## src/rtl/core/ostt_pkg.sv

```systemverilog
// Shared types and constants for the one-shot token table.
package ostt_pkg;

  localparam int unsigned TokenW = 160;
  localparam int unsigned HeldW  = 9;

  localparam logic ReqInsert  = 1'b0;
  localparam logic ReqConsume = 1'b1;

  typedef struct packed {
    logic        req_type;
    logic [63:0] token_high;
    logic [63:0] token_mid;
    logic [31:0] token_low;
  } req_t;

  typedef struct packed {
    logic             match_found;
    logic             oldest_evicted;
    logic [HeldW-1:0] entries_held;
  } rsp_t;

  typedef enum logic [1:0] {
    StIdle,
    StScan,
    StShift,
    StFin
  } state_e;

endpackage

```

## src/rtl/core/ostt_ctrl.sv

```systemverilog
// Request sequencer: ring pointers, scan, gap close and result build.
module ostt_ctrl #(
  parameter int unsigned Depth = 256,
  localparam int unsigned AddrW = (Depth > 1) ? $clog2(Depth) : 1,
  localparam int unsigned CntW  = $clog2(Depth + 1)
) (
  input  logic                          clk_i,
  input  logic                          rst_ni,
  input  logic                          in_valid_i,
  input  ostt_pkg::req_t                in_req_i,
  output logic                          in_stall_o,
  output logic                          ram_we_o,
  output logic [AddrW-1:0]              ram_waddr_o,
  output logic [ostt_pkg::TokenW-1:0]   ram_wdata_o,
  output logic                          ram_re_o,
  output logic [AddrW-1:0]              ram_raddr_o,
  input  logic [ostt_pkg::TokenW-1:0]   ram_rdata_i,
  output logic                          res_valid_o,
  input  logic                          res_ready_i,
  output ostt_pkg::rsp_t                res_o
);

  ostt_pkg::state_e state_q, state_d;
  logic [AddrW-1:0]            head_q, head_d;
  logic [CntW-1:0]             cnt_q, cnt_d;
  logic [CntW-1:0]             idx_q, idx_d;
  logic [ostt_pkg::TokenW-1:0] tok_q, tok_d;
  ostt_pkg::rsp_t              res_q, res_d;

  logic [CntW:0]               cnt_x, idx_p1, idx_p2;
  logic [ostt_pkg::TokenW-1:0] in_tok;

  // logical position -> physical slot, oldest entry sits at head_q
  function automatic logic [AddrW-1:0] phys(input logic [AddrW-1:0] head,
                                            input logic [CntW:0] pos);
    logic [AddrW+1:0] s;
    s = (AddrW + 2)'(head) + (AddrW + 2)'(pos);
    if (s >= (AddrW + 2)'(Depth)) begin
      s = s - (AddrW + 2)'(Depth);
    end
    return s[AddrW-1:0];
  endfunction

  // count reported modulo 512
  function automatic logic [ostt_pkg::HeldW-1:0] held(input logic [CntW-1:0] c);
    logic [CntW+ostt_pkg::HeldW-1:0] w;
    w = (CntW + ostt_pkg::HeldW)'(c);
    return w[ostt_pkg::HeldW-1:0];
  endfunction

  assign cnt_x  = (CntW + 1)'(cnt_q);
  assign idx_p1 = (CntW + 1)'(idx_q) + (CntW + 1)'(1);
  assign idx_p2 = (CntW + 1)'(idx_q) + (CntW + 1)'(2);
  assign in_tok = {in_req_i.token_high, in_req_i.token_mid, in_req_i.token_low};

  always_ff @(posedge clk_i or negedge rst_ni) begin
    if (!rst_ni) begin
      state_q <= ostt_pkg::StIdle;
      head_q  <= '0;
      cnt_q   <= '0;
      idx_q   <= '0;
    end else begin
      state_q <= state_d;
      head_q  <= head_d;
      cnt_q   <= cnt_d;
      idx_q   <= idx_d;
    end
  end

  always_ff @(posedge clk_i) begin
    tok_q <= tok_d;
    res_q <= res_d;
  end

  always_comb begin
    state_d     = state_q;
    head_d      = head_q;
    cnt_d       = cnt_q;
    idx_d       = idx_q;
    tok_d       = tok_q;
    res_d       = res_q;
    ram_we_o    = 1'b0;
    ram_waddr_o = phys(head_q, cnt_x);
    ram_wdata_o = in_tok;
    ram_re_o    = 1'b0;
    ram_raddr_o = phys(head_q, '0);
    in_stall_o  = (state_q != ostt_pkg::StIdle);
    res_valid_o = (state_q == ostt_pkg::StFin);

    case (state_q)
      ostt_pkg::StIdle: begin
        if (in_valid_i) begin
          res_d.match_found    = 1'b0;
          res_d.oldest_evicted = 1'b0;
          if (in_req_i.req_type == ostt_pkg::ReqInsert) begin
            // full: new token lands in the oldest slot, head moves on
            ram_we_o = 1'b1;
            if (cnt_x == (CntW + 1)'(Depth)) begin
              head_d               = phys(head_q, (CntW + 1)'(1));
              res_d.oldest_evicted = 1'b1;
              res_d.entries_held   = held(cnt_q);
            end else begin
              cnt_d              = cnt_q + CntW'(1);
              res_d.entries_held = held(cnt_q + CntW'(1));
            end
            state_d = ostt_pkg::StFin;
          end else begin
            tok_d              = in_tok;
            idx_d              = '0;
            res_d.entries_held = held(cnt_q);
            if (cnt_q == '0) begin
              state_d = ostt_pkg::StFin;
            end else begin
              ram_re_o = 1'b1;
              state_d  = ostt_pkg::StScan;
            end
          end
        end
      end
      ostt_pkg::StScan: begin
        // read data holds entry idx_q; next entry is fetched meanwhile
        ram_re_o    = (idx_p1 < cnt_x);
        ram_raddr_o = phys(head_q, idx_p1);
        if (ram_rdata_i == tok_q) begin
          state_d = ostt_pkg::StShift;
        end else if (idx_p1 < cnt_x) begin
          idx_d = idx_p1[CntW-1:0];
        end else begin
          state_d = ostt_pkg::StFin;
        end
      end
      ostt_pkg::StShift: begin
        // read data holds entry idx_q+1, written back one place older
        ram_re_o    = (idx_p2 < cnt_x);
        ram_raddr_o = phys(head_q, idx_p2);
        if (idx_p1 < cnt_x) begin
          ram_we_o    = 1'b1;
          ram_waddr_o = phys(head_q, (CntW + 1)'(idx_q));
          ram_wdata_o = ram_rdata_i;
          idx_d       = idx_p1[CntW-1:0];
        end else begin
          cnt_d              = cnt_q - CntW'(1);
          res_d.match_found  = 1'b1;
          res_d.entries_held = held(cnt_q - CntW'(1));
          state_d            = ostt_pkg::StFin;
        end
      end
      ostt_pkg::StFin: begin
        if (res_ready_i) begin
          state_d = ostt_pkg::StIdle;
        end
      end
      default: begin
        state_d = ostt_pkg::StIdle;
      end
    endcase
  end

  assign res_o = res_q;

  a_cnt_bound: assert property (@(posedge clk_i) disable iff (!rst_ni)
    cnt_x <= (CntW + 1)'(Depth))
    else $error("held count above table depth");

  a_head_bound: assert property (@(posedge clk_i) disable iff (!rst_ni)
    (AddrW + 1)'(head_q) < (AddrW + 1)'(Depth))
    else $error("head pointer out of range");

  a_busy_write: assert property (@(posedge clk_i) disable iff (!rst_ni)
    (ram_we_o && state_q != ostt_pkg::StIdle) |-> state_q == ostt_pkg::StShift)
    else $error("table write outside insert or gap close");

  a_scan_nonempty: assert property (@(posedge clk_i) disable iff (!rst_ni)
    (state_q == ostt_pkg::StScan || state_q == ostt_pkg::StShift) |-> cnt_q != '0)
    else $error("scan on empty table");

endmodule

```

## config.mk

```make
export PLATFORM = sky130hd
export DESIGN_NAME = ostt_ctrl
export DESIGN_NICKNAME = d
export VERILOG_FILES = /design/src/rtl/core/ostt_pkg.sv /design/src/rtl/core/ostt_ctrl.sv
export SDC_FILE = /design/constraint.sdc
export NUM_CORES = 1
export LEC_CHECK = 0
export BUFFER_PORTS_ARGS = -buffer_cell sky130_fd_sc_hd__buf_2
export CORE_AREA = 4 4 196 198
export DETAILED_ROUTE_END_ITERATION = 8
export DIE_AREA = 0 0 200 202
export GPL_ROUTABILITY_DRIVEN = 0
export SETUP_SLACK_MARGIN = 0.05
export SLEW_MARGIN = 15
export SYNTH_ARGS = -nofsm -noshare
export SYNTH_HDL_FRONTEND = slang
export SYNTH_SLANG_ARGS = --single-unit
```

## constraint.sdc

```tcl
create_clock -name clk_i -period 8.5 [get_ports clk_i]
set_input_delay 0.85 -clock clk_i [delete_from_list [all_inputs] [get_ports clk_i]]
set_output_delay 0.85 -clock clk_i [all_outputs]
set_load 0.05 [all_outputs]
```

Word level (Yosys, flattened, before mapping)
Index checks and enable logic that the tools add are counted.
W data, S select, Z words.
Cells by class
  $add $sub $neg: 15
  order comparisons: 8
  eq/ne operators: 10
  muxes and demuxes: 42
  bitwise logic cells: 1
  reductions and logical operators: 11
Operators by type and width (count)
  $mux W160: 2
  $eq A160 B160 Y1: 1
  $mux W9: 8
  $mux W8: 8
  $sub A8 B1 Y8 const B: 6
  $ge A10 B9 Y1 const B: 4
  $pmux W9 S2: 2
  $pmux W9 S3: 1
  $add A8 B10 Y10: 2
  $add A8 B9 Y10: 2
  $lt A10 B9 Y1: 2
  $pmux W8 S2: 1
  $mux W2: 6
  $mux W11: 1
  $add A9 B1 Y10 const B: 1
  $add A9 B2 Y10 const B: 1
  $add A8 B1 Y9 const B: 1
  $add A9 B1 Y9 const B: 1
  $eq A9 B9 Y1 const B: 1
  $ge A8 B9 Y1 const B: 1
  $ge A9 B9 Y1 const B: 1
  $logic_not A9 Y1: 1
  $mux W1: 9
  $sub A9 B1 Y9 const B: 1
  other kinds (14): 23
Word-level totals
  register bits: 199
  bits of input ports: 325
  output and inout bits: 191
  word-level logic and storage cells: 95

Depth between registers and ports, before layout
Gate-level depths: netlist of the first run.
  depth after elaboration: 5
  mapped depth: 16

Worst setup path before layout of the first run
No wires, ideal clock.
  kind: input to output
  start point: in in_req_i[160] in the netlist's numbering
  end point: out ram_re_o
  arrival: 6605 ps
  required time: 7650 ps
  setup slack: 1045 ps
  stages on the path: 4
  buffers on the path: 1
  path through: clkbuf_1 > and3_1 > o21ai_0 > a31oi_1
On the way
  cells in the longest elaborated chain, start to end: 3
RTL lines
  from (decl): RTL line ostt_ctrl.sv:10  | input ostt_pkg::req_t in_req_i,
  $mux W1: RTL line ostt_ctrl.sv:95  | if (in_req_i.req_type == ostt_pkg::ReqInsert) begin
  $mux W1: RTL line ostt_ctrl.sv:92  | if (in_valid_i) begin
  $pmux W1 S3: RTL line ostt_ctrl.sv:90  | case (state_q)
  to (decl): RTL line ostt_ctrl.sv:15  | output logic ram_re_o,
No other way between the ends.

Worst setup path in the final report of the first run
  start point: reg idx_q[0]
  end point: out ram_waddr_o[7]
On the way
  cells in the longest elaborated chain, start to end: 5
RTL lines
  from (decl): RTL line ostt_ctrl.sv:26  | logic [CntW-1:0] idx_q, idx_d;
  from (signal assigned): RTL line ostt_ctrl.sv:66  | idx_q <= idx_d;
  $add A8 B9 Y10: RTL line ostt_ctrl.sv:37  | s = (AddrW + 2)'(head) + (AddrW + 2)'(pos);
  $sub A8 B1 Y8 or $ge A10 B9 Y1 (tied branches): RTL line ostt_ctrl.sv:39, ostt_ctrl.sv:38
  $mux W8: RTL line ostt_ctrl.sv:38  | if (s >= (AddrW + 2)'(Depth)) begin
  $mux W8 *: RTL line ostt_ctrl.sv:136  | if (idx_p1 < cnt_x) begin
  $mux W8 *: RTL line ostt_ctrl.sv:90
  to (decl): RTL line ostt_ctrl.sv:13  | output logic [AddrW-1:0] ram_waddr_o,
Every way passes the cells marked *; elsewhere a longest branch is shown, timed or not.

==> reports/results.md, run 1 <==
| Item | Reported | Unit |
|---|---|---|
| Max-slew violation count | 0 | - |
| Area overhead of the layout relative to synthesis | 27.38 | % |
| GR met1 Demand/Resource | 25.76 | % |
| Detail-routed net length per standard cell | 24.32 | um |
| Largest area contributor in the synthesized netlist | sky130_fd_sc_hd__edfxtp_1 | - |
| Pleak | 7.164 | nW |
| Transition time of the tightest slew-check pin | 1.202 | ns |
| Post-layout net count | 1880 | - |
| Data arrival time at the worst-slack endpoint | 5.34 | ns |
| Number of flops mapped to enable cells by yosys | 171 | - |
| Top-level port count | 516 | - |
| Final wirelength | 48.45 | mm |
| Yosys warnings | 0 | - |
| Post-route clock period utilization | 72.83 | % |
| Shortest period the worst path allows | 6.190 | ns |
| Wire length of the first global-routing pass | 67.54 | mm |
| CP max stage cell | sky130_fd_sc_hd__and3_4 | - |
| Fraction of layout cells with a size suffix above 1 | 48.02 | % |
| Number of maximum-capacitance violations | 0 | - |
| Final hold vios | 0 | - |
| Number of storage elements in the synthesis netlist | 199 | - |
| RSZ-0062 raised after global routing | no | - |
| Type of the tightest min-delay check | input pin to asynchronous set/reset pin | - |
| Cells on worst reg2reg path | 15 | - |
| Setup fix buffers added after clock tree synthesis | 0 | - |
| Post-Syn Area per Cell | 12.67 | um^2 |
| Met2 routing resource usage after global routing | 42.93 | % |
| Category of cells accounting for the largest share of critical-path delay | simple AND/OR/NAND/NOR gates | - |
| All-Layer GR Usage | 22.93 | % |
| Primary flip-flop cell chosen by synthesis mapping | sky130_fd_sc_hd__edfxtp_1 | - |
| Worst hold slack after final layout | 0.4370 | ns |
| Worst Setup Start Kind | flop | - |
| Worst rel slew slack | 19.13 | % |
| Critical path origin | idx_q[0] | - |
| Number of global-route vias before repair | 10050 | - |
| Largest cells by area after synthesis | sky130_fd_sc_hd__edfxtp_1 (40%), sky130_fd_sc_hd__xor2_1 (12%), sky130_fd_sc_hd__mux2_2 (8.6%) | - |
| Worst setup path category | flop to output port | - |
| Area of the core | 0.03652 | mm^2 |
| Leading cell type in the layout, fill and taps excluded | sky130_fd_sc_hd__buf_2 | - |
| CTS tree | built | - |
| Portion of the post-synthesis area used by sequential elements | 45.64 | % |
| Distinct cell type count after synthesis | 58 | - |
| Number of logic stages on the critical path including buffering | 15 | - |
| GR Layer Usage met3 | 4.434 | % |
| Synthesized net count | 1384 | - |
| End of the worst register-to-register path | cnt_q[4] | - |
| Commonest cells after routing, fill and taps aside | sky130_fd_sc_hd__buf_2 (515), sky130_fd_sc_hd__xor2_1 (173), sky130_fd_sc_hd__edfxtp_1 (171) | - |
| Number of buffers created by CTS | 17 | - |
| Number of antenna violations at the first check in global routing | 6 | - |
| Height of the die | 202 | um |
| Launching point of the worst reg2reg path | idx_q[0] | - |
| Post-DR vias/cell | 5.051 | - |
| Share of Yosys cell area claimed by the top area cell type | 40.16 | % |
| Final clock skew | 0.01176 | ns |
| Setup tns final | 0 | ns |
| Number of standard cells after synthesis | 1009 | - |
| Number of remaining DRC errors | 0 | - |
| Sum of buffers and inverters on the critical path | 3 | - |
| Number of nets with antenna violations after routing | 0 | - |
| Final setup violation count | 0 | - |
| Max Clock Freq | 0.1615 | GHz |
| Pin count of the biggest net entering global routing | 68 | - |
| CTS Buffer Depth | 2 | - |
| Power density cells | 320.7 | mW/mm^2 |
| Overflow after GRT | 0 | - |
| Clock Tree Root | sky130_fd_sc_hd__clkbuf_16 | - |
| Area of the die | 0.04040 | mm^2 |
| CTS Sinks | 199 | - |
| Async set-or-reset flop fraction in the synthesized netlist | 14.07 | % |
| Most crowded layer after global routing | met2 | - |
| Status | finished clean | - |
| Number of buffer cells added on primary ports | 515 | - |
| End of the critical path | ram_waddr_o[7] | - |
| Count of standard-cell rows | 70 | - |
| Worst setup slack for register-to-register paths | 4.20 | ns |
| Worst-path clk slew | 0.08 | ns |
| Post-CTS sizing | 0 | - |
| Post-synthesis cell area | 0.01279 | mm^2 |
| Clock insertion delay at the later pin of the skew report | 0.46 | ns |
| DR vias | 10060 | - |
| Critical Path Max Stage Delay | 0.81 | ns |
| Half-perimeter wire length after placement | 40.41 | mm |
| Die width | 200 | um |
| Cells traversed along the worst timing path | ha_1 -> and3_1 -> nand3_1 -> nor2_1 -> xnor2_1 -> inv_1 -> ha_1 -> and3_1 -> a221o_1 -> a41oi_4 -> and3_4 -> buf_12 -> mux2i_1 -> xnor2_1 -> buf_2 | - |
| Number of design-rule violations left by the first detailed-router iteration | 561 | - |
| Initial Utilization | 35.01 | % |
| Max VDD drop | 0.0004202 | V |
| Number of hold buffers added after cts | 0 | - |
| 1st-pass router iterations | 5 | - |
| Required time of the worst setup path | 7.65 | ns |
| Count of H-tree levels built during CTS | 4 | - |
| Crit Path Max Fanout | 67 | - |
| Crit. End Element | output port | - |
[sequential cells by signal, indices dropped and copies added, names as in the netlist]
register	count
state_q	2
res_o	11
tok_q	160
head_q	8
cnt_q	9
idx_q	9
[how the worst min path moves through the flow]
stage                    from  cells after the start  slack, ns         to
CTS                    rst_ni                      1       0.45   cnt_q[1]
finish                 rst_ni                      1       0.44   cnt_q[1]
global placement     cnt_q[8]                      2       0.56   cnt_q[8]
detailed placement   cnt_q[8]                      2       0.57   cnt_q[8]
global route           rst_ni                      1       0.47   cnt_q[1]
floorplan           head_q[7]                      1       0.50  head_q[7]
[kinds of logic after synthesis]
kind of cell | Yosys count | share of synthesized area, %
compound gates | 109 | 5.764
mux | 172 | 17.16
flops | 199 | 45.64
xor+xnor | 214 | 14.66
buf+inv | 70 | 3.562
fa+ha+maj | 50 | 5.069
simple gates | 195 | 8.142
[power by group]
group | switching [mW] | internal (mW)
clock | 0.428 | 0.422
sequential | 0.108 | 1.23
combinational | 2.09 | 0.939
total | 2.63 | 2.59
[area by class of cell]
cell class	instances	area, um^2
Fill cell	3474	20240
Multi-Input combinational cell	740	6500
Sequential cell	199	5836
Timing Repair Buffer	520	2640
Tap cell	468	585.6
Clock buffer	17	425.4
Clock inverter	15	183.9
Inverter	27	101.3
Antenna cell	6	15.01
[routing by layer]
metal | routed length, um | part of all wire [%] | vias to the layer above
met5 | 22 | 0.045 | -
met4 | 1315 | 2.7 | 4
met3 | 2474 | 5.1 | 41
met2 | 26070 | 54 | 351
met1 | 18570 | 38 | 4939
li1 | - | - | 4726
[synthesized netlist by cell type (10+ instances only)]
master	number
sky130_fd_sc_hd__and3_1	12
sky130_fd_sc_hd__xnor2_1	41
sky130_fd_sc_hd__mux2_4	70
sky130_fd_sc_hd__nand2_1	31
sky130_fd_sc_hd__o21ai_0	25
sky130_fd_sc_hd__a21o_1	11
sky130_fd_sc_hd__edfxtp_1	171
sky130_fd_sc_hd__o41ai_1	10
sky130_fd_sc_hd__a21oi_1	23
sky130_fd_sc_hd__nand3_1	13
sky130_fd_sc_hd__clkbuf_1	17
sky130_fd_sc_hd__nor4_1	43
sky130_fd_sc_hd__nor2_1	46
sky130_fd_sc_hd__dfrtp_1	28
sky130_fd_sc_hd__nand4_1	16
sky130_fd_sc_hd__buf_4	11
sky130_fd_sc_hd__ha_1	47
sky130_fd_sc_hd__xor2_1	173
sky130_fd_sc_hd__mux2_2	98
sky130_fd_sc_hd__inv_1	25
[per-stage QoR]
step                cells  util [%]  total power [mW]  setup WS, ns  area [um^2]
floorplan            1009         -             3.786         1.045        12790
global placement     1954     42.88             4.393         2.858        15660
detailed placement   1954     42.88             4.412         2.774        15660
CTS                  1986     44.55             5.270         2.259        16270
global route         1989     44.57             5.475         1.943        16280
finish               1992     44.59             5.224         2.310        16290
Note: power is estimated with default switching activity, not from simulation.
==> run 2, diff against run 1 <==
==> constraint.sdc (replaced) <==
create_clock -name clk_i -period 6.2 [get_ports clk_i]
set_input_delay 0.62 -clock clk_i [delete_from_list [all_inputs] [get_ports clk_i]]
set_output_delay 0.62 -clock clk_i [all_outputs]
set_load 0.05 [all_outputs]
==> run 2 against run 1 <==
Via count up 0.33%. Sequential share of layout area up 0.12 points. Critical path depth down 1. Sequential cell count unchanged. Combinational power up 38%. Final cell count down 0.10%. Largest cell class unchanged. Clock power up 29%. Hold slack worse by 0.22 ns. First-iteration DRC count up 8.4%. Global-route usage up 0.18 points.
==> reports/results.md, run 2 (synthesis gave the netlist of run 1 again) <==
| Item | Reported | Unit | Change |
|---|---|---|---|
| Post-CTS sizing | 0 | - | unchanged |
| Footprint of the multi-input gates | 0.006500 | mm^2 | unchanged |
| RSZ-0062 raised after global routing | no | - |  |
| Max-slew violation count | 0 | - | unchanged |
| Reg with most FFs | tok_q | - |  |
| Cells on worst reg2reg path | 15 | - | unchanged |
| Setup tns final | 0 | ns | unchanged |
| Half-perimeter wire length after placement | 40.83 | mm | +1.0% |
| Post-route clock period utilization | 89.05 | % |  |
| Count of standard-cell rows | 70 | - | unchanged |
| Largest register FFs | 160 | - | unchanged |
| Critical path origin | idx_q[0] | - |  |
| CTS Sinks | 199 | - | unchanged |
| Data arrival time at the worst-slack endpoint | 4.90 | ns | -0.44 ns |
| Worst hold slack after final layout | 0.2145 | ns | -0.2225 ns |
| Detail-routed net length per standard cell | 24.54 | um | +0.91% |
| Transition time of the tightest slew-check pin | 0.8372 | ns | -0.3648 ns |
| Number of buffer cells added on primary ports | 515 | - | unchanged |
| Clock network fraction of total power | 15.5 | % | -0.8 points |
| Sw power | 3.582 | mW | +36% |
| Setup fix buffers added after clock tree synthesis | 0 | - | unchanged |
| Number of antenna violations at the first check in global routing | 7 | - | +1 |
| Final clock skew | 0.01415 | ns | +0.002391 ns |
| Leading cell type in the layout, fill and taps excluded | sky130_fd_sc_hd__buf_2 | - |  |
| GR met1 Demand/Resource | 25.92 | % | +0.16 points |
| Overflow after GRT | 0 | - | unchanged |
| Post-layout net count | 1881 | - | +0.053% |
| Launching point of the worst reg2reg path | idx_q[0] | - |  |
| Fraction of layout cells with a size suffix above 1 | 47.79 | % | -0.23 points |
| Count of H-tree levels built during CTS | 4 | - | unchanged |
| End of the worst register-to-register path | cnt_q[4] | - |  |
| CTS tree | built | - |  |
| Share of total power consumed by net switching | 50.23 | % | -0.13 points |
| Fill cell total of the finished layout | 3474 | - | unchanged |
| Inst Count DP | 1955 | - | +0.051% |
| Pleak | 7.142 | nW | -0.29% |
| Power Total | 7.132 | mW | +37% |
| Final wirelength | 48.84 | mm | +0.80% |
| Clock Tree Root | sky130_fd_sc_hd__clkbuf_16 | - |  |
| Number of global-route vias before repair | 10220 | - | +1.7% |
| Combinational power share | 58.7 | % | +0.6 points |
| Post-Route Utilization | 44.45 | % | -0.14 points |
| Height of the die | 202 | um | unchanged |
| Area of the die | 0.04040 | mm^2 | unchanged |
| Post-DR vias/cell | 5.072 | - | +0.43% |
| Clock insertion delay at the later pin of the skew report | 0.45 | ns | about the same |
| Number of buffers created by CTS | 17 | - | unchanged |
| Worst Setup Start Kind | flop | - |  |
| Number of maximum-capacitance violations | 0 | - | unchanged |
| Number of remaining DRC errors | 0 | - | unchanged |
| Met2 routing resource usage after global routing | 43.38 | % | +0.46 points |
| Number of nets with antenna violations after routing | 0 | - | unchanged |
| Area of the core | 0.03652 | mm^2 | unchanged |
| Final cell count without fillers | 1990 | - | -0.10% |
| Initial Utilization | 35.01 | % | unchanged |
| Crit. End Element | output port | - |  |
| Area taken by flip-flops and latches | 0.005836 | mm^2 | unchanged |
| Worst setup slack for register-to-register paths | 1.76 | ns | -2.44 ns |
| Part of the power in registers | 25.8 | % | about the same |
| CTS Buffer Depth | 2 | - | unchanged |
| Number of design-rule violations left by the first detailed-router iteration | 608 | - | +8.4% |
| Pin count of the biggest net entering global routing | 108 | - | +59% |
| Type of the tightest min-delay check | input pin to asynchronous set/reset pin | - |  |
| All-Layer GR Usage | 23.11 | % | +0.18 points |
| Power density cells | 439.3 | mW/mm^2 | +37% |
| DR vias | 10090 | - | +0.33% |
| Final setup violation count | 0 | - | unchanged |
| Max Clock Freq | 0.1811 | GHz |  |
| Wire length of the first global-routing pass | 68.34 | mm | +1.2% |
| Commonest cells after routing, fill and taps aside | sky130_fd_sc_hd__buf_2 (515), sky130_fd_sc_hd__xor2_1 (173), sky130_fd_sc_hd__edfxtp_1 (171) | - |  |
| Design internal power | 3.550 | mW | +37% |
| Top-level port count | 516 | - | unchanged |
| 1st-pass router iterations | 5 | - | unchanged |
| End of the critical path | ram_wdata_o[12] | - |  |
| Worst-path clk slew | 0.08 | ns | about the same |
| Area overhead of the layout relative to synthesis | 26.97 | % |  |
| Worst rel slew slack | 43.60 | % | +24 points |
| Max VDD drop | 0.0007177 | V | +71% |
| Most crowded layer after global routing | met2 | - |  |
| Crit Path Max Fanout | 107 | - | +60% |
| Required time of the worst setup path | 5.58 | ns | -2.07 ns |
| Status | finished clean | - |  |
| Worst setup path category | flop to output port | - |  |
| Shortest period the worst path allows | 5.521 | ns |  |
| GR Layer Usage met3 | 4.301 | % | -0.13 points |
| Die width | 200 | um | unchanged |
| Final hold vios | 0 | - | unchanged |
| Number of hold buffers added after cts | 0 | - | unchanged |
[run 2: cell count changes in the layout (fill, tap and decap cells not counted), sizes merged]
cell / delta
clkbuf: +3
clkinv: -3
diode: -3
inv: -1
clkinvlp: +1
buf: +1
[run 2: area by class of cell]
type / count / share of cell area, %
multi-input cells: 740 / 40.04
flip-flops and latches: 199 / 35.95
repair buffers: 521 / 16.31
well taps: 468 / 3.607
clock buffers: 20 / 2.690
clock inverters: 12 / 0.7399
inverters: 27 / 0.6243
diodes: 3 / 0.04624
[run 2: critical path: stages (launching register included)]
cell and delay, ns:
sky130_fd_sc_hd__dfrtp_1 0.67, sky130_fd_sc_hd__ha_1 0.31, sky130_fd_sc_hd__and3_1 0.24, sky130_fd_sc_hd__nand3_1 0.17, sky130_fd_sc_hd__nor2_1 0.19, sky130_fd_sc_hd__xnor2_1 0.17
sky130_fd_sc_hd__inv_1 0.07, sky130_fd_sc_hd__ha_1 0.28, sky130_fd_sc_hd__and3_1 0.17, sky130_fd_sc_hd__a221o_1 0.37, sky130_fd_sc_hd__a41oi_4 0.24, sky130_fd_sc_hd__and3_4 0.26
sky130_fd_sc_hd__buf_12 0.44, sky130_fd_sc_hd__mux2_2 0.42, sky130_fd_sc_hd__buf_2 0.21
[run 2: power groups by stage]
stage | Combinational [mW] | Clock, mW | Sequential, mW
global placement | 4.17 | 0 | 1.86
detailed placement | 4.20 | 0 | 1.87
floorplan | 3.25 | 0 | 1.93
finish | 4.19 | 1.10 | 1.84
CTS | 4.21 | 1.13 | 1.84
global route | 4.42 | 1.19 | 1.86
[run 2: per-stage QoR]
| step | worst slack [ns] | area, um^2 |
|---|---|---|
| 6_report | 0.6790 | 16230 |
| 2_1_floorplan | 1.303 | 12790 |
| 5_1_grt | 0.4396 | 16230 |
| 4_1_cts | 0.7601 | 16230 |
| 3_5_place_dp | 1.276 | 15670 |
| 3_3_place_gp | 1.324 | 15670 |
[run 2: worst min path at each step]
stage	from	endpoint
final	rst_ni	cnt_q[0]
after global placement	head_q[7]	head_q[7]
after global routing	rst_ni	cnt_q[1]
after floorplan	rst_ni	cnt_q[0]
after detailed placement	head_q[7]	head_q[7]
after CTS	rst_ni	head_q[5]
[run 2: routing by layer]
metal  share of wire [%]  up-vias
met1                  38     4921
met5               0.043        -
met2                  54      379
met3                 5.6       48
li1                    -     4742
met4                 3.0        4
==> run 3, diff against run 2 <==
--- a/config.mk
+++ b/config.mk
@@ -10,6 +10,7 @@
 export DETAILED_ROUTE_END_ITERATION = 8
 export DIE_AREA = 0 0 200 202
 export GPL_ROUTABILITY_DRIVEN = 0
+export PLACE_DENSITY_LB_ADDON = 0.15
 export SETUP_SLACK_MARGIN = 0.05
 export SLEW_MARGIN = 15
 export SYNTH_ARGS = -nofsm -noshare
==> run 3 against run 2 <==
Total power rose by 0.47%. Combinational power barely moved. Critical path type unchanged. Highest routed layer unchanged. Largest cell class unchanged. Non-clock buffer count rose by 7. Largest power group unchanged. Utilization rose by 0.28 points. Final cell count rose by 0.70%. Register-to-register slack improved by 0.13 ns. Global-route usage fell by 1.1 points. Die area did not move. Worst setup slack got worse by 0.060 ns. Via count fell by 0.68%. Clock skew fell by 0.0039 ns. Sequential power barely moved.
==> reports/results.md, run 3 (synthesis gave the netlist of run 1 again) <==
| Item | Reported | Unit | Change |
|---|---|---|---|
| Area of the die | 0.04040 | mm^2 | unchanged |
| Overflow after GRT | 0 | - | unchanged |
| Number of design-rule violations left by the first detailed-router iteration | 457 | - | -25% |
| Worst Setup Start Kind | flop | - |  |
| Half-perimeter wire length after placement | 38.77 | mm | -5.0% |
| Area of the core | 0.03652 | mm^2 | unchanged |
| Leading cell type in the layout, fill and taps excluded | sky130_fd_sc_hd__buf_2 | - |  |
| CTS Buffer Depth | 2 | - | unchanged |
| Final clock skew | 0.01027 | ns | -0.003877 ns |
| Worst-path clk slew | 0.08 | ns | about the same |
| Die width | 200 | um | unchanged |
| Post-route clock period utilization | 90.01 | % | +0.97 points |
| Final wirelength | 46.87 | mm | -4.0% |
| Clock insertion delay at the later pin of the skew report | 0.45 | ns | about the same |
| Max-slew violation count | 0 | - | unchanged |
| All-Layer GR Usage | 22.06 | % | -1.1 points |
| Initial Utilization | 35.01 | % | unchanged |
| Clock network fraction of total power | 15.9 | % | +0.4 points |
| Largest register FFs | 160 | - | unchanged |
| Share of total power consumed by net switching | 49.61 | % | -0.62 points |
| Area overhead of the layout relative to synthesis | 27.78 | % |  |
| Post-Route Utilization | 44.73 | % | +0.28 points |
| Post-layout net count | 1888 | - | +0.37% |
| Count of H-tree levels built during CTS | 4 | - | unchanged |
| Worst rel slew slack | 39.29 | % | -4.3 points |
| Number of maximum-capacitance violations | 0 | - | unchanged |
| 1st-pass router iterations | 5 | - | unchanged |
| Crit Path Max Fanout | 35 | - | -67% |
| Power density cells | 438.6 | mW/mm^2 | -0.16% |
| Post-CTS sizing | 0 | - | unchanged |
| Final setup violation count | 0 | - | unchanged |
| CTS tree | built | - |  |
| Data arrival time at the worst-slack endpoint | 4.96 | ns | +0.06 ns |
| RSZ-0062 raised after global routing | no | - |  |
| Detail-routed net length per standard cell | 23.39 | um | -4.7% |
| Total placed instance area | 0.01574 | mm^2 | +0.42% |
| Cells on worst reg2reg path | 15 | - | unchanged |
| Part of the power in registers | 25.6 | % | -0.2 points |
| Sw power | 3.555 | mW | -0.76% |
| Number of hold buffers added after cts | 0 | - | unchanged |
| Setup fix buffers added after clock tree synthesis | 0 | - | unchanged |
| CTS Sinks | 199 | - | unchanged |
| Reg with most FFs | tok_q | - |  |
| Wire length of the first global-routing pass | 65.68 | mm | -3.9% |
| Area taken by flip-flops and latches | 0.005836 | mm^2 | unchanged |
| Number of antenna violations at the first check in global routing | 13 | - | +6 |
| Footprint of the multi-input gates | 0.006500 | mm^2 | unchanged |
| Non-Filler Cell Area, Final | 0.01634 | mm^2 | +0.64% |
| Final cell count without fillers | 2004 | - | +0.70% |
| Clock Tree Root | sky130_fd_sc_hd__clkbuf_16 | - |  |
| Post-DR vias/cell | 5.002 | - | -1.4% |
| Top-level port count | 516 | - | unchanged |
| Type of the tightest min-delay check | input pin to asynchronous set/reset pin | - |  |
| Number of buffer cells added on primary ports | 515 | - | unchanged |
| Final hold vios | 0 | - | unchanged |
| Pin count of the biggest net entering global routing | 72 | - | -33% |
| Crit. End Element | output port | - |  |
| Commonest cells after routing, fill and taps aside | sky130_fd_sc_hd__buf_2 (515), sky130_fd_sc_hd__xor2_1 (173), sky130_fd_sc_hd__edfxtp_1 (171) | - |  |
| Fraction of layout cells with a size suffix above 1 | 48.03 | % | +0.24 points |
| Worst setup path category | flop to output port | - |  |
| Required time of the worst setup path | 5.58 | ns | about the same |
| DR vias | 10030 | - | -0.68% |
| Worst hold slack after final layout | 0.2265 | ns | +0.01202 ns |
| Combinational power share | 58.5 | % | -0.2 points |
| Transition time of the tightest slew-check pin | 0.9012 | ns | +0.06400 ns |
| Design internal power | 3.611 | mW | +1.7% |
| Number of buffers created by CTS | 17 | - | unchanged |
| Inst Count DP | 1962 | - | +0.36% |
| Number of remaining DRC errors | 0 | - | unchanged |
| Status | finished clean | - |  |
| Fill cell total of the finished layout | 3492 | - | +0.52% |
| Max VDD drop | 0.0008816 | V | +23% |
| Count of standard-cell rows | 70 | - | unchanged |
| Number of global-route vias before repair | 9929 | - | -2.9% |
| Pleak | 7.193 | nW | +0.71% |
| Shortest period the worst path allows | 5.581 | ns | +0.05987 ns |
| Height of the die | 202 | um | unchanged |
| Number of nets with antenna violations after routing | 0 | - | unchanged |
| Max Clock Freq | 0.1792 | GHz | -1.1% |
| Setup tns final | 0 | ns | unchanged |
run 3: worst max-delay path, cell delays in order, from the launching register on:
cell,delay (ns)
sky130_fd_sc_hd__dfrtp_1,0.68
sky130_fd_sc_hd__ha_1,0.32
sky130_fd_sc_hd__and3_1,0.24
sky130_fd_sc_hd__nand3_1,0.16
sky130_fd_sc_hd__nor2_1,0.17
sky130_fd_sc_hd__xnor2_1,0.16
sky130_fd_sc_hd__inv_1,0.07
sky130_fd_sc_hd__ha_1,0.28
sky130_fd_sc_hd__and3_1,0.17
sky130_fd_sc_hd__a221o_1,0.36
sky130_fd_sc_hd__a41oi_4,0.23
sky130_fd_sc_hd__and3_4,0.69
sky130_fd_sc_hd__buf_4,0.32
sky130_fd_sc_hd__mux2_2,0.40
sky130_fd_sc_hd__buf_2,0.23
run 3: path summary, 6_finish.rpt:
check / from / endpoint / slack [ns]
setup / recovery: idx_q[0] / ram_wdata_o[9] / 0.62
hold / removal: rst_ni / cnt_q[1] / 0.23
setup reg to reg: idx_q[0] / cnt_q[4] / 1.89
hold reg to reg: head_q[7] / head_q[7] / 0.53
max in group asynchronous: rst_ni / idx_q[0] / 5.50
min in group clk_i: in_req_i[70] / tok_q[70] / 0.36
run 3: final cells by class:
cell class,instances,area share [%]
timing repair buffer,528,16.60
antenna,10,0.1532
clock inverter,13,0.8883
clock buffer,19,2.650
tap,468,3.584
inverter,27,0.6203
multi-input combinational,740,39.78
sequential,199,35.72
run 3: layer usage:
layer | track usage, % | wire (um) | vias to the layer above
met2 | 40.34 | 24890 | 331
met3 | 5.001 | 2878 | 46
met1 | 26.00 | 18290 | 4881
met4 | 5.289 | 741 | 10
li1 | - | - | 4757
met5 | 0 | 72 | -
run 3: metrics by stage:
stage          total power, mW  setup WS, ns
2_1_floorplan            5.177         1.303
3_3_place_gp             6.068         1.109
3_5_place_dp             6.089         1.053
4_1_cts                  7.243        0.5566
5_1_grt                  7.510        0.2956
6_report                 7.165        0.6191
run 3: power by group through the flow:
stage | logic (mW) | clock network [mW] | registers, mW
after global routing | 4.43 | 1.23 | 1.86
after global placement | 4.21 | 0 | 1.86
final | 4.19 | 1.14 | 1.84
after CTS | 4.24 | 1.17 | 1.83
after floorplan | 3.25 | 0 | 1.93
after detailed placement | 4.23 | 0 | 1.86
